===== src/cgps_pkg.sv =====
package cgps_pkg;

	localparam int MAX_VERTICES_DEF = 6;
	localparam int COORD_BITS_DEF   = 11;
	localparam int MIN_VERTICES     = 3;

	localparam int WEIGHT_BITS      = 7;
	localparam int SUM_BITS         = 10;
	localparam int DIV_BITS         = 8;
	localparam int RND_BITS         = 7;
	localparam int COUNT_BITS       = 3;
	localparam int VSEL_BITS        = 3;
	localparam int PIX_BITS         = 11;
	localparam int CFG_ADDR_BITS    = 3;
	localparam int SUM_LO           = 99;
	localparam int SUM_HI           = 100;

	localparam int IN_TDATA_BITS    = 8;
	localparam int OUT_TDATA_BITS   = 32;
	localparam int OUT_TUSER_BITS   = 2;

	localparam logic [CFG_ADDR_BITS-1:0] REG_COUNT   = 3'd6;
	localparam logic [CFG_ADDR_BITS-1:0] REG_DIVISOR = 3'd7;

	localparam logic [COUNT_BITS-1:0] COUNT_RESET   = 3'd3;
	localparam logic [DIV_BITS-1:0]   DIVISOR_RESET = 8'd2;

	typedef enum logic [2:0] {
		ST_IDLE,
		ST_SUM,
		ST_CHECK,
		ST_XSTART,
		ST_XWAIT,
		ST_YSTART,
		ST_YWAIT,
		ST_DONE
	} state_t;

	typedef struct packed {
		logic                 bad_weights;
		logic                 off_image;
		logic [VSEL_BITS-1:0] chosen_vertex;
		logic [PIX_BITS-1:0]  pixel_y;
		logic [PIX_BITS-1:0]  pixel_x;
	} result_t;

endpackage


===== src/chaos_game_point_step.sv =====
// Channel   Dir  Fields (tdata / tuser, lowest bit first)
// s_*       in   tdata: random_value[6:0], pad ; tuser: restart
// m_*       out  tdata: pixel_x[10:0], pixel_y[21:11], chosen_vertex[24:22], pad
//                tuser: off_image, bad_weights
// cfg_*     in   cfg_addr 0-5 vertices, 6 vertex_count, 7 step_divisor
//
// An item occupies the core for the weight walk over the vertices, then for
// the shared divider, one quotient bit per cycle, for x and again for y.
// A request with bad weights skips the divider.
// Reset clears the point and the started mark; vertex registers go to zero,
// vertex_count to 3 and step_divisor to 2.
// The result sits in an output register; the core only waits if that register
// is still full and m_tready is low when the next result is ready.
module chaos_game_point_step
	import cgps_pkg::*;
#(
	parameter int MAX_VERTICES = MAX_VERTICES_DEF,
	parameter int COORD_BITS   = COORD_BITS_DEF,
	localparam int VTX_BITS    = 2 * COORD_BITS + WEIGHT_BITS,
	localparam int IDX_BITS    = $clog2(MAX_VERTICES)
) (
	input  logic                      clk,
	input  logic                      arst_n,
	input  logic                      s_tvalid,
	output logic                      s_tready,
	input  logic [IN_TDATA_BITS-1:0]  s_tdata,   // random_value[6:0], zero pad
	input  logic                      s_tuser,   // restart
	output logic                      m_tvalid,
	input  logic                      m_tready,
	output logic [OUT_TDATA_BITS-1:0] m_tdata,   // pixel_x, pixel_y, chosen_vertex, zero pad
	output logic [OUT_TUSER_BITS-1:0] m_tuser,   // off_image, bad_weights
	input  logic                      cfg_we,
	input  logic [CFG_ADDR_BITS-1:0]  cfg_addr,
	input  logic [VTX_BITS-1:0]       cfg_wdata
);

	logic [IDX_BITS-1:0] rd_idx;
	logic [VTX_BITS-1:0] rd_vertex;
	logic [VTX_BITS-1:0] vertex0;
	logic [IDX_BITS-1:0] last_idx;
	logic [DIV_BITS-1:0] divisor;
	logic                res_valid;
	logic                res_ready;
	result_t             res;

	logic                m_tvalid_q;
	result_t             out_q;

	cgps_cfg_regs #(
		.MAX_VERTICES (MAX_VERTICES),
		.COORD_BITS   (COORD_BITS)
	) u_cfg (
		.clk       (clk),
		.arst_n    (arst_n),
		.cfg_we    (cfg_we),
		.cfg_addr  (cfg_addr),
		.cfg_wdata (cfg_wdata),
		.rd_idx    (rd_idx),
		.rd_vertex (rd_vertex),
		.vertex0   (vertex0),
		.last_idx  (last_idx),
		.divisor   (divisor)
	);

	cgps_core #(
		.MAX_VERTICES (MAX_VERTICES),
		.COORD_BITS   (COORD_BITS)
	) u_core (
		.clk        (clk),
		.arst_n     (arst_n),
		.in_valid   (s_tvalid),
		.in_ready   (s_tready),
		.in_rnd     (s_tdata[RND_BITS-1:0]),
		.in_restart (s_tuser),
		.rd_idx     (rd_idx),
		.rd_vertex  (rd_vertex),
		.vertex0    (vertex0),
		.last_idx   (last_idx),
		.divisor    (divisor),
		.res_valid  (res_valid),
		.res_ready  (res_ready),
		.res        (res)
	);

	assign res_ready = !m_tvalid_q || m_tready;

	always_ff @(posedge clk or negedge arst_n) begin
		if (!arst_n) begin
			m_tvalid_q <= 1'b0;
		end else if (res_ready) begin
			m_tvalid_q <= res_valid;
		end
	end

	always_ff @(posedge clk) begin
		if (res_valid && res_ready) begin
			out_q <= res;
		end
	end

	assign m_tvalid = m_tvalid_q;
	assign m_tdata  = OUT_TDATA_BITS'({out_q.chosen_vertex, out_q.pixel_y, out_q.pixel_x});
	assign m_tuser  = {out_q.bad_weights, out_q.off_image};

endmodule


===== src/cgps_cfg_regs.sv =====
module cgps_cfg_regs
	import cgps_pkg::*;
#(
	parameter int MAX_VERTICES = MAX_VERTICES_DEF,
	parameter int COORD_BITS   = COORD_BITS_DEF,
	localparam int VTX_BITS    = 2 * COORD_BITS + WEIGHT_BITS,
	localparam int IDX_BITS    = $clog2(MAX_VERTICES)
) (
	input  logic                     clk,
	input  logic                     arst_n,
	input  logic                     cfg_we,
	input  logic [CFG_ADDR_BITS-1:0] cfg_addr,
	input  logic [VTX_BITS-1:0]      cfg_wdata,
	input  logic [IDX_BITS-1:0]      rd_idx,
	output logic [VTX_BITS-1:0]      rd_vertex,
	output logic [VTX_BITS-1:0]      vertex0,
	output logic [IDX_BITS-1:0]      last_idx,
	output logic [DIV_BITS-1:0]      divisor
);

	logic [VTX_BITS-1:0]   vtx_q [MAX_VERTICES];
	logic [COUNT_BITS-1:0] count_q;
	logic [DIV_BITS-1:0]   div_q;
	logic [COUNT_BITS-1:0] count_eff;

	always_ff @(posedge clk or negedge arst_n) begin
		if (!arst_n) begin
			for (int i = 0; i < MAX_VERTICES; i++) begin
				vtx_q[i] <= '0;
			end
			count_q <= COUNT_RESET;
			div_q   <= DIVISOR_RESET;
		end else if (cfg_we) begin
			if (int'(cfg_addr) < MAX_VERTICES) begin
				vtx_q[cfg_addr[IDX_BITS-1:0]] <= cfg_wdata;
			end else if (cfg_addr == REG_COUNT) begin
				count_q <= cfg_wdata[COUNT_BITS-1:0];
			end else if (cfg_addr == REG_DIVISOR) begin
				div_q <= cfg_wdata[DIV_BITS-1:0];
			end
		end
	end

	// count is clamped into the supported range, divisor zero acts as one
	always_comb begin
		if (count_q < COUNT_BITS'(MIN_VERTICES)) begin
			count_eff = COUNT_BITS'(MIN_VERTICES);
		end else if (int'(count_q) > MAX_VERTICES) begin
			count_eff = COUNT_BITS'(MAX_VERTICES);
		end else begin
			count_eff = count_q;
		end
	end

	assign last_idx  = IDX_BITS'(count_eff - COUNT_BITS'(1));
	assign divisor   = (div_q == '0) ? DIV_BITS'(1) : div_q;
	assign rd_vertex = vtx_q[rd_idx];
	assign vertex0   = vtx_q[0];

endmodule


===== src/cgps_divider.sv =====
module cgps_divider
	import cgps_pkg::*;
#(
	parameter int COORD_BITS = COORD_BITS_DEF,
	localparam int CNT_BITS  = $clog2(COORD_BITS + 1)
) (
	input  logic                  clk,
	input  logic                  arst_n,
	input  logic                  start,
	input  logic [COORD_BITS-1:0] dividend,
	input  logic [DIV_BITS-1:0]   divisor,
	output logic [COORD_BITS-1:0] quotient,
	output logic                  done
);

	logic [CNT_BITS-1:0]   cnt_q;
	logic                  done_q;
	logic [DIV_BITS-1:0]   rem_q;
	logic [DIV_BITS-1:0]   div_q;
	logic [COORD_BITS-1:0] quo_q;

	logic [DIV_BITS:0]     trial;
	logic [DIV_BITS:0]     trial_sub;
	logic                  ge;
	logic [DIV_BITS-1:0]   rem_nx;

	// restoring division, one quotient bit per cycle; dividend bits shift
	// out of the top of quo_q while quotient bits shift in at the bottom
	assign trial     = {rem_q, quo_q[COORD_BITS-1]};
	assign trial_sub = trial - {1'b0, div_q};
	assign ge        = (trial >= {1'b0, div_q});
	assign rem_nx    = ge ? trial_sub[DIV_BITS-1:0] : trial[DIV_BITS-1:0];

	always_ff @(posedge clk or negedge arst_n) begin
		if (!arst_n) begin
			cnt_q  <= '0;
			done_q <= 1'b0;
		end else begin
			done_q <= 1'b0;
			if (start) begin
				cnt_q <= CNT_BITS'(COORD_BITS);
			end else if (cnt_q != '0) begin
				cnt_q  <= cnt_q - CNT_BITS'(1);
				done_q <= (cnt_q == CNT_BITS'(1));
			end
		end
	end

	always_ff @(posedge clk) begin
		if (start) begin
			rem_q <= '0;
			quo_q <= dividend;
			div_q <= divisor;
		end else if (cnt_q != '0) begin
			rem_q <= rem_nx;
			quo_q <= {quo_q[COORD_BITS-2:0], ge};
		end
	end

	assign quotient = quo_q;
	assign done     = done_q;

endmodule


===== src/cgps_core.sv =====
module cgps_core
	import cgps_pkg::*;
#(
	parameter int MAX_VERTICES = MAX_VERTICES_DEF,
	parameter int COORD_BITS   = COORD_BITS_DEF,
	localparam int VTX_BITS    = 2 * COORD_BITS + WEIGHT_BITS,
	localparam int IDX_BITS    = $clog2(MAX_VERTICES)
) (
	input  logic                 clk,
	input  logic                 arst_n,
	input  logic                 in_valid,
	output logic                 in_ready,
	input  logic [RND_BITS-1:0]  in_rnd,
	input  logic                 in_restart,
	output logic [IDX_BITS-1:0]  rd_idx,
	input  logic [VTX_BITS-1:0]  rd_vertex,
	input  logic [VTX_BITS-1:0]  vertex0,
	input  logic [IDX_BITS-1:0]  last_idx,
	input  logic [DIV_BITS-1:0]  divisor,
	output logic                 res_valid,
	input  logic                 res_ready,
	output result_t              res
);

	localparam int EXT_BITS = (COORD_BITS > PIX_BITS) ? COORD_BITS : PIX_BITS;

	state_t                state_q;
	state_t                state_nx;

	logic                  started_q;
	logic [COORD_BITS-1:0] cx_q;
	logic [COORD_BITS-1:0] cy_q;
	logic [IDX_BITS-1:0]   k_q;
	logic [RND_BITS-1:0]   rnd_q;
	logic                  restart_q;
	logic [SUM_BITS-1:0]   sum_q;
	logic                  found_q;
	logic [IDX_BITS-1:0]   chosen_q;
	logic                  bad_q;
	logic                  neg_q;

	logic [WEIGHT_BITS-1:0] w_rd;
	logic [COORD_BITS-1:0]  vx_rd;
	logic [COORD_BITS-1:0]  vy_rd;
	logic [SUM_BITS-1:0]    run;
	logic                   hit;
	logic                   sum_bad;
	logic                   axis_y;
	logic [COORD_BITS-1:0]  cur;
	logic [COORD_BITS-1:0]  tgt;
	logic [COORD_BITS:0]    diff;
	logic [COORD_BITS:0]    diff_neg;
	logic [COORD_BITS-1:0]  mag;
	logic [COORD_BITS-1:0]  upd;
	logic                   div_start;
	logic [COORD_BITS-1:0]  quotient;
	logic                   div_done;
	logic [COORD_BITS-1:0]  px_m1;
	logic [COORD_BITS-1:0]  py_m1;
	logic [EXT_BITS-1:0]    px_ext;
	logic [EXT_BITS-1:0]    py_ext;

	assign w_rd  = rd_vertex[VTX_BITS-1 -: WEIGHT_BITS];
	assign vx_rd = rd_vertex[COORD_BITS-1:0];
	assign vy_rd = rd_vertex[2*COORD_BITS-1:COORD_BITS];

	assign rd_idx  = (state_q == ST_SUM) ? k_q : chosen_q;
	assign run     = sum_q + SUM_BITS'(w_rd);
	assign hit     = (SUM_BITS'(rnd_q) <= run);
	assign sum_bad = (sum_q < SUM_BITS'(SUM_LO)) || (sum_q > SUM_BITS'(SUM_HI));

	// one subtract / magnitude / update path shared by both coordinates
	assign axis_y   = (state_q == ST_YSTART) || (state_q == ST_YWAIT);
	assign cur      = axis_y ? cy_q : cx_q;
	assign tgt      = axis_y ? vy_rd : vx_rd;
	assign diff     = {1'b0, tgt} - {1'b0, cur};
	assign diff_neg = -diff;
	assign mag      = diff[COORD_BITS] ? diff_neg[COORD_BITS-1:0] : diff[COORD_BITS-1:0];
	assign upd      = neg_q ? (cur - quotient) : (cur + quotient);

	cgps_divider #(
		.COORD_BITS (COORD_BITS)
	) u_div (
		.clk      (clk),
		.arst_n   (arst_n),
		.start    (div_start),
		.dividend (mag),
		.divisor  (divisor),
		.quotient (quotient),
		.done     (div_done)
	);

	always_comb begin
		state_nx = state_q;
		unique case (state_q)
			ST_IDLE:   if (in_valid) state_nx = ST_SUM;
			ST_SUM:    if (k_q == last_idx) state_nx = ST_CHECK;
			ST_CHECK:  state_nx = sum_bad ? ST_DONE : ST_XSTART;
			ST_XSTART: state_nx = ST_XWAIT;
			ST_XWAIT:  if (div_done) state_nx = ST_YSTART;
			ST_YSTART: state_nx = ST_YWAIT;
			ST_YWAIT:  if (div_done) state_nx = ST_DONE;
			ST_DONE:   if (res_ready) state_nx = ST_IDLE;
			default:   state_nx = ST_IDLE;
		endcase
	end

	always_comb begin
		in_ready  = 1'b0;
		res_valid = 1'b0;
		div_start = 1'b0;
		unique case (state_q)
			ST_IDLE:   in_ready  = 1'b1;
			ST_XSTART: div_start = 1'b1;
			ST_YSTART: div_start = 1'b1;
			ST_DONE:   res_valid = 1'b1;
			default: ;
		endcase
	end

	always_ff @(posedge clk or negedge arst_n) begin
		if (!arst_n) begin
			state_q   <= ST_IDLE;
			started_q <= 1'b0;
			cx_q      <= '0;
			cy_q      <= '0;
			k_q       <= '0;
		end else begin
			state_q <= state_nx;
			if (state_q == ST_IDLE) begin
				k_q <= '0;
			end else if (state_q == ST_SUM) begin
				k_q <= k_q + IDX_BITS'(1);
			end
			// bad weights leave the point and the started mark alone
			if (state_q == ST_CHECK && !sum_bad && (restart_q || !started_q)) begin
				cx_q      <= vertex0[COORD_BITS-1:0];
				cy_q      <= vertex0[2*COORD_BITS-1:COORD_BITS];
				started_q <= 1'b1;
			end
			if (state_q == ST_XWAIT && div_done) begin
				cx_q <= upd;
			end
			if (state_q == ST_YWAIT && div_done) begin
				cy_q <= upd;
			end
		end
	end

	always_ff @(posedge clk) begin
		if (state_q == ST_IDLE && in_valid) begin
			rnd_q     <= in_rnd;
			restart_q <= in_restart;
			sum_q     <= '0;
			found_q   <= 1'b0;
			chosen_q  <= last_idx;
		end
		if (state_q == ST_SUM) begin
			sum_q <= run;
			if (!found_q && hit) begin
				found_q  <= 1'b1;
				chosen_q <= k_q;
			end
		end
		if (state_q == ST_CHECK) begin
			bad_q <= sum_bad;
		end
		if (state_q == ST_XSTART || state_q == ST_YSTART) begin
			neg_q <= diff[COORD_BITS];
		end
	end

	assign px_m1  = cx_q - COORD_BITS'(1);
	assign py_m1  = cy_q - COORD_BITS'(1);
	assign px_ext = EXT_BITS'(px_m1);
	assign py_ext = EXT_BITS'(py_m1);

	always_comb begin
		res = '0;
		if (bad_q) begin
			res.bad_weights = 1'b1;
		end else begin
			res.chosen_vertex = VSEL_BITS'(chosen_q);
			if (cx_q == '0 || cy_q == '0) begin
				res.off_image = 1'b1;
			end else begin
				res.pixel_x = px_ext[PIX_BITS-1:0];
				res.pixel_y = py_ext[PIX_BITS-1:0];
			end
		end
	end

endmodule

===== config.mk =====
export PLATFORM = sky130hd
export DESIGN_NAME = chaos_game_point_step
export DESIGN_NICKNAME = d
export VERILOG_FILES = /design/src/cgps_pkg.sv /design/src/chaos_game_point_step.sv /design/src/cgps_cfg_regs.sv /design/src/cgps_divider.sv /design/src/cgps_core.sv
export SDC_FILE = /design/constraint.sdc
export NUM_CORES = 1
export LEC_CHECK = 0
export CELL_PAD_IN_SITES_DETAIL_PLACEMENT = 0
export CELL_PAD_IN_SITES_GLOBAL_PLACEMENT = 2
export CORE_UTILIZATION = 35
export CTS_CLUSTER_DIAMETER = 120
export DETAILED_ROUTE_END_ITERATION = 10
export DONT_BUFFER_PORTS = 1
export GPL_TIMING_DRIVEN = 0
export PLACE_DENSITY = 0.67
export REMOVE_ABC_BUFFERS = 1
export SYNTH_ARGS = -nofsm -noshare
export SYNTH_HDL_FRONTEND = slang
export SYNTH_SLANG_ARGS = --single-unit

===== constraint.sdc =====
create_clock -name clk -period 9.95 [get_ports clk]
set_input_delay 0.995 -clock clk [delete_from_list [all_inputs] [get_ports clk]]
set_output_delay 0.995 -clock clk [all_outputs]
set_load 0.05 [all_outputs]

==> metrics <==
Synth area leader dfrtp_1; P&R area growth vs syn 13.3%; top area cells in the synthesized netlist dfrtp_1, mux2_2, edfxtp_1, ha_1, nand2_1; dominant synthesized flop cell dfrtp_1; Die H ~210 µm; Peak supply drop around 0.00019 V; synthesis-stage register bit count around 300; pin count of the biggest net entering global routing ~220; total CTS buffers 37; # hold bufs at CTS 0; Die Area 45,800 µm²; DR DRC count 0; Power Dens Cells 410 nW/µm²; Worst Path Required 10,390 ps; reg-to-reg endpoint u_core.chosen_q[0]$_DFF_P_; Register Area around 7700 µm²; final instance area about 18,000 µm²; I/O pin count between 80 and 90; area of the multi-input gates roughly 7500 µm²; measured slew at the worst slew-check pin 1160 ps; Setup crit start u_core.state_q[2]$_DFFE_PN0P_; Via Count roughly 10,000; Worst Setup End Kind flip-flop; Antenna diodes 0; slowest CP cell nand2_1; non-filler cells, final a little over 2,000; Initial Util between 30% and 40%; Worst Slack Setup Final roughly 3700 ps; syn_area_per_cell roughly 11 µm²; Worst path max stage delay approximately 860 ps; GR Layer Usage met3 under 10%; library cells used by synthesis 68; Post-synth EDFFs 66; met2 usage around 30%; CTS root buf clkbuf_16; Hold WC Path Type input port to asynchronous set/reset pin; r2r setup slk between 3000 and 4000 ps; post-synth top area share approximately a third; most used cell, CP nand2b_1; Routed WL about 41,000 µm; I/O Buffers 0; Cells after DPL around 2,000; FMAX approximately 160 MHz; routability cong. 0.788; 1st-iter DRT viols approximately 420; Post-DP HPWL ~29,000 µm; Mapped Area 15,700 µm²; pre-CTS setup slack about 3600 ps; CP endpoint u_core.chosen_q[0]$_DFF_P_; Synth warnings 0; Sink Count just under 300; Worst Reg-to-Reg Cells 20; Post CTS Setup Buffer Count 0; Final setup violation count 0; post-synthesis sequential area ratio 49.1%; Final Critical Period roughly 6300 ps; Post-CTS Resized 0; dpl cell area 16,600 µm²; antenna violation net count after detailed routing 0; final setup skew ~17 ps; first-pass GRT wire length about 65,000 µm; max-slew violations 0; CTS tree done; met1 usage 25.4%; Final nets 1,518; Max clock buf depth 3; cells along the critical path nand2b_1, nand2_1, nand2_1, nand2b_1, o21ai_0, ha_1, inv_1, fa_1, nor2b_1, o31a_1, o21ai_0, nand2b_1, xnor2_1, ha_1, nand3_1, o22ai_1, a21oi_1, nand3_1, o21a_1, mux2_4; total power 7.31 mW; via/cell ratio roughly 5.1; status complete, no violations; critical register-to-register path startpoint u_core.state_q[2]$_DFFE_PN0P_; final hold vios 0; Async SR Flop Fraction approximately three quarters; RSZ-0062 raised after global routing false; kind of critical path flip-flop to flip-flop; busiest layer in global routing met2; MaxCap Viol Count 0; crit path DAT roughly 6700 ps; Mapped Cells 1,420; core area 44,300 µm²; vias in the first global route around 11,000; H-Tree Depth 2; row cnt 77; drt wl/cell approximately 20 µm; GRT overflow 0; initial antenna violation count 0; Slew HR between 20 and 25%; CP Launch Type flip-flop; die width 214 µm; fin crit share 63.2%; DRT Pass-1 Iters 5; Overall Global Routing Usage roughly 18%; TNS Setup 0 ps; LEAKAGE roughly 7.6 nW; Filler cells between 4,000 and 5,000; layout cells sized above 1 a little over a fifth; Clock Pin Slew Worst Setup and Hold Paths around 60 ps; worst-path fanout max 23; Clock Latency Late Sink 560 ps
Yosys cell counts, drive strengths merged (9+ instances only):
library cell	n
dfrtp	217
mux2	190
nand2	170
nor2	98
o21ai	77
edfxtp	66
ha	56
inv	56
a21oi	55
xnor2	44
buf	39
clkbuf	38
nand3	33
mux2i	25
xor2	21
nor3	19
mux4	18
a31oi	16
nor2b	16
and3	15
a311oi	12
dfxtp	12
nand2b	12
a22oi	11
nor4	9
cell usage in the layout (no fill, tap or decap), types with 6 or more instances in the layout:
cell type	n
a21o_1	8
a21oi_1	55
a221o_1	8
a22oi_1	11
a311oi_1	12
a31oi_1	16
and3_1	15
buf_6	10
buf_8	7
clkbuf_16	38
clkbuf_8	7
clkinv_2	8
conb_1	7
dfrtp_1	217
dfxtp_1	12
edfxtp_1	66
ha_1	56
inv_1	56
mux2_2	187
mux2i_1	22
mux4_2	18
nand2_1	169
nand2b_1	12
nand3_1	33
nand4_1	6
nor2_1	97
nor2b_1	16
nor3_1	17
nor4_1	7
o21ai_0	58
o21ai_1	17
xnor2_1	44
xor2_1	21
sequential cells by signal, summed over array words and instances, names as in the netlist, 2 cells and up:
name                   cells
u_core.k_q                 3
u_cfg.count_q              3
u_core.u_div.quotient     11
u_core.chosen_q            3
u_core.state_q             3
u_cfg.vtx_q              145
u_core.u_div.div_q         8
u_cfg.vertex0             29
u_core.u_div.cnt_q         4
u_core.cy_q               11
u_core.rnd_q               7
m_tuser                    2
u_core.sum_q              10
u_core.u_div.rem_q         8
u_core.cx_q               11
m_tdata                   25
u_cfg.div_q                8
stage by stage:
stage	hold slack (ps)	util (%)
floorplan	426	-
global placement	438	36.4
detailed placement	444	37.4
CTS	108	40.2
global route	120	40.2
finish	147	40.2
area by class of cell:
cell class              count  area share [%]
well taps                 592            4.16
multi-input cells         995            42.3
repair buffers             24            2.22
inverters                  56            1.18
clock buffers              50            5.98
flip-flops and latches    298            43.4
clock inverters            18           0.807
metal layers:
layer | routed length, µm | share of wire [%]
met2 | 18800 | 46
met1 | 19500 | 48
met5 | 0 | 0
met4 | 869 | 2.1
met3 | 1430 | 3.5
report_power, final:
group          switching, mW  internal [mW]
registers              0.351           1.66
clock network          0.547          0.783
logic                   2.24           1.73
total                   3.13           4.17
logic make-up after synthesis:
kind of cell / share of synthesized area (%)
compound gates: 8.82
other cells: 0.0238
mux: 17.8
fa+ha+maj: 4.96
buf+inv: 3.59
flops: 49.1
simple gates: 12.0
xor+xnor: 3.62
worst max-delay path: cells and delay by family, from the launching register on:
family,cells,cell delay [ps]
AO/OA/AOI/OAI,6,1230
flip-flops,1,810
adder cells (fa/ha/maj),3,940
buffers and inverters,1,60
AND/OR/NAND/NOR,8,2630
multiplexers,1,320
XOR/XNOR,1,160
worst min-delay path by stage:
stage,from,to,slack [ps],cells past startpoint
floorplan,u_core.u_div.rem_q[7]$_SDFFE_PN0N_,u_core.u_div.rem_q[7]$_SDFFE_PN0N_,430,2
global placement,u_core.found_q$_DFF_P_,u_core.found_q$_DFF_P_,440,1
detailed placement,u_core.found_q$_DFF_P_,u_core.found_q$_DFF_P_,440,1
CTS,arst_n,u_core.cy_q[6]$_DFFE_PN0P_,110,0
global route,arst_n,u_core.cy_q[6]$_DFFE_PN0P_,120,0
finish,arst_n,u_core.cy_q[6]$_DFFE_PN0P_,150,0
Note: power is estimated with default switching activity, not from simulation.
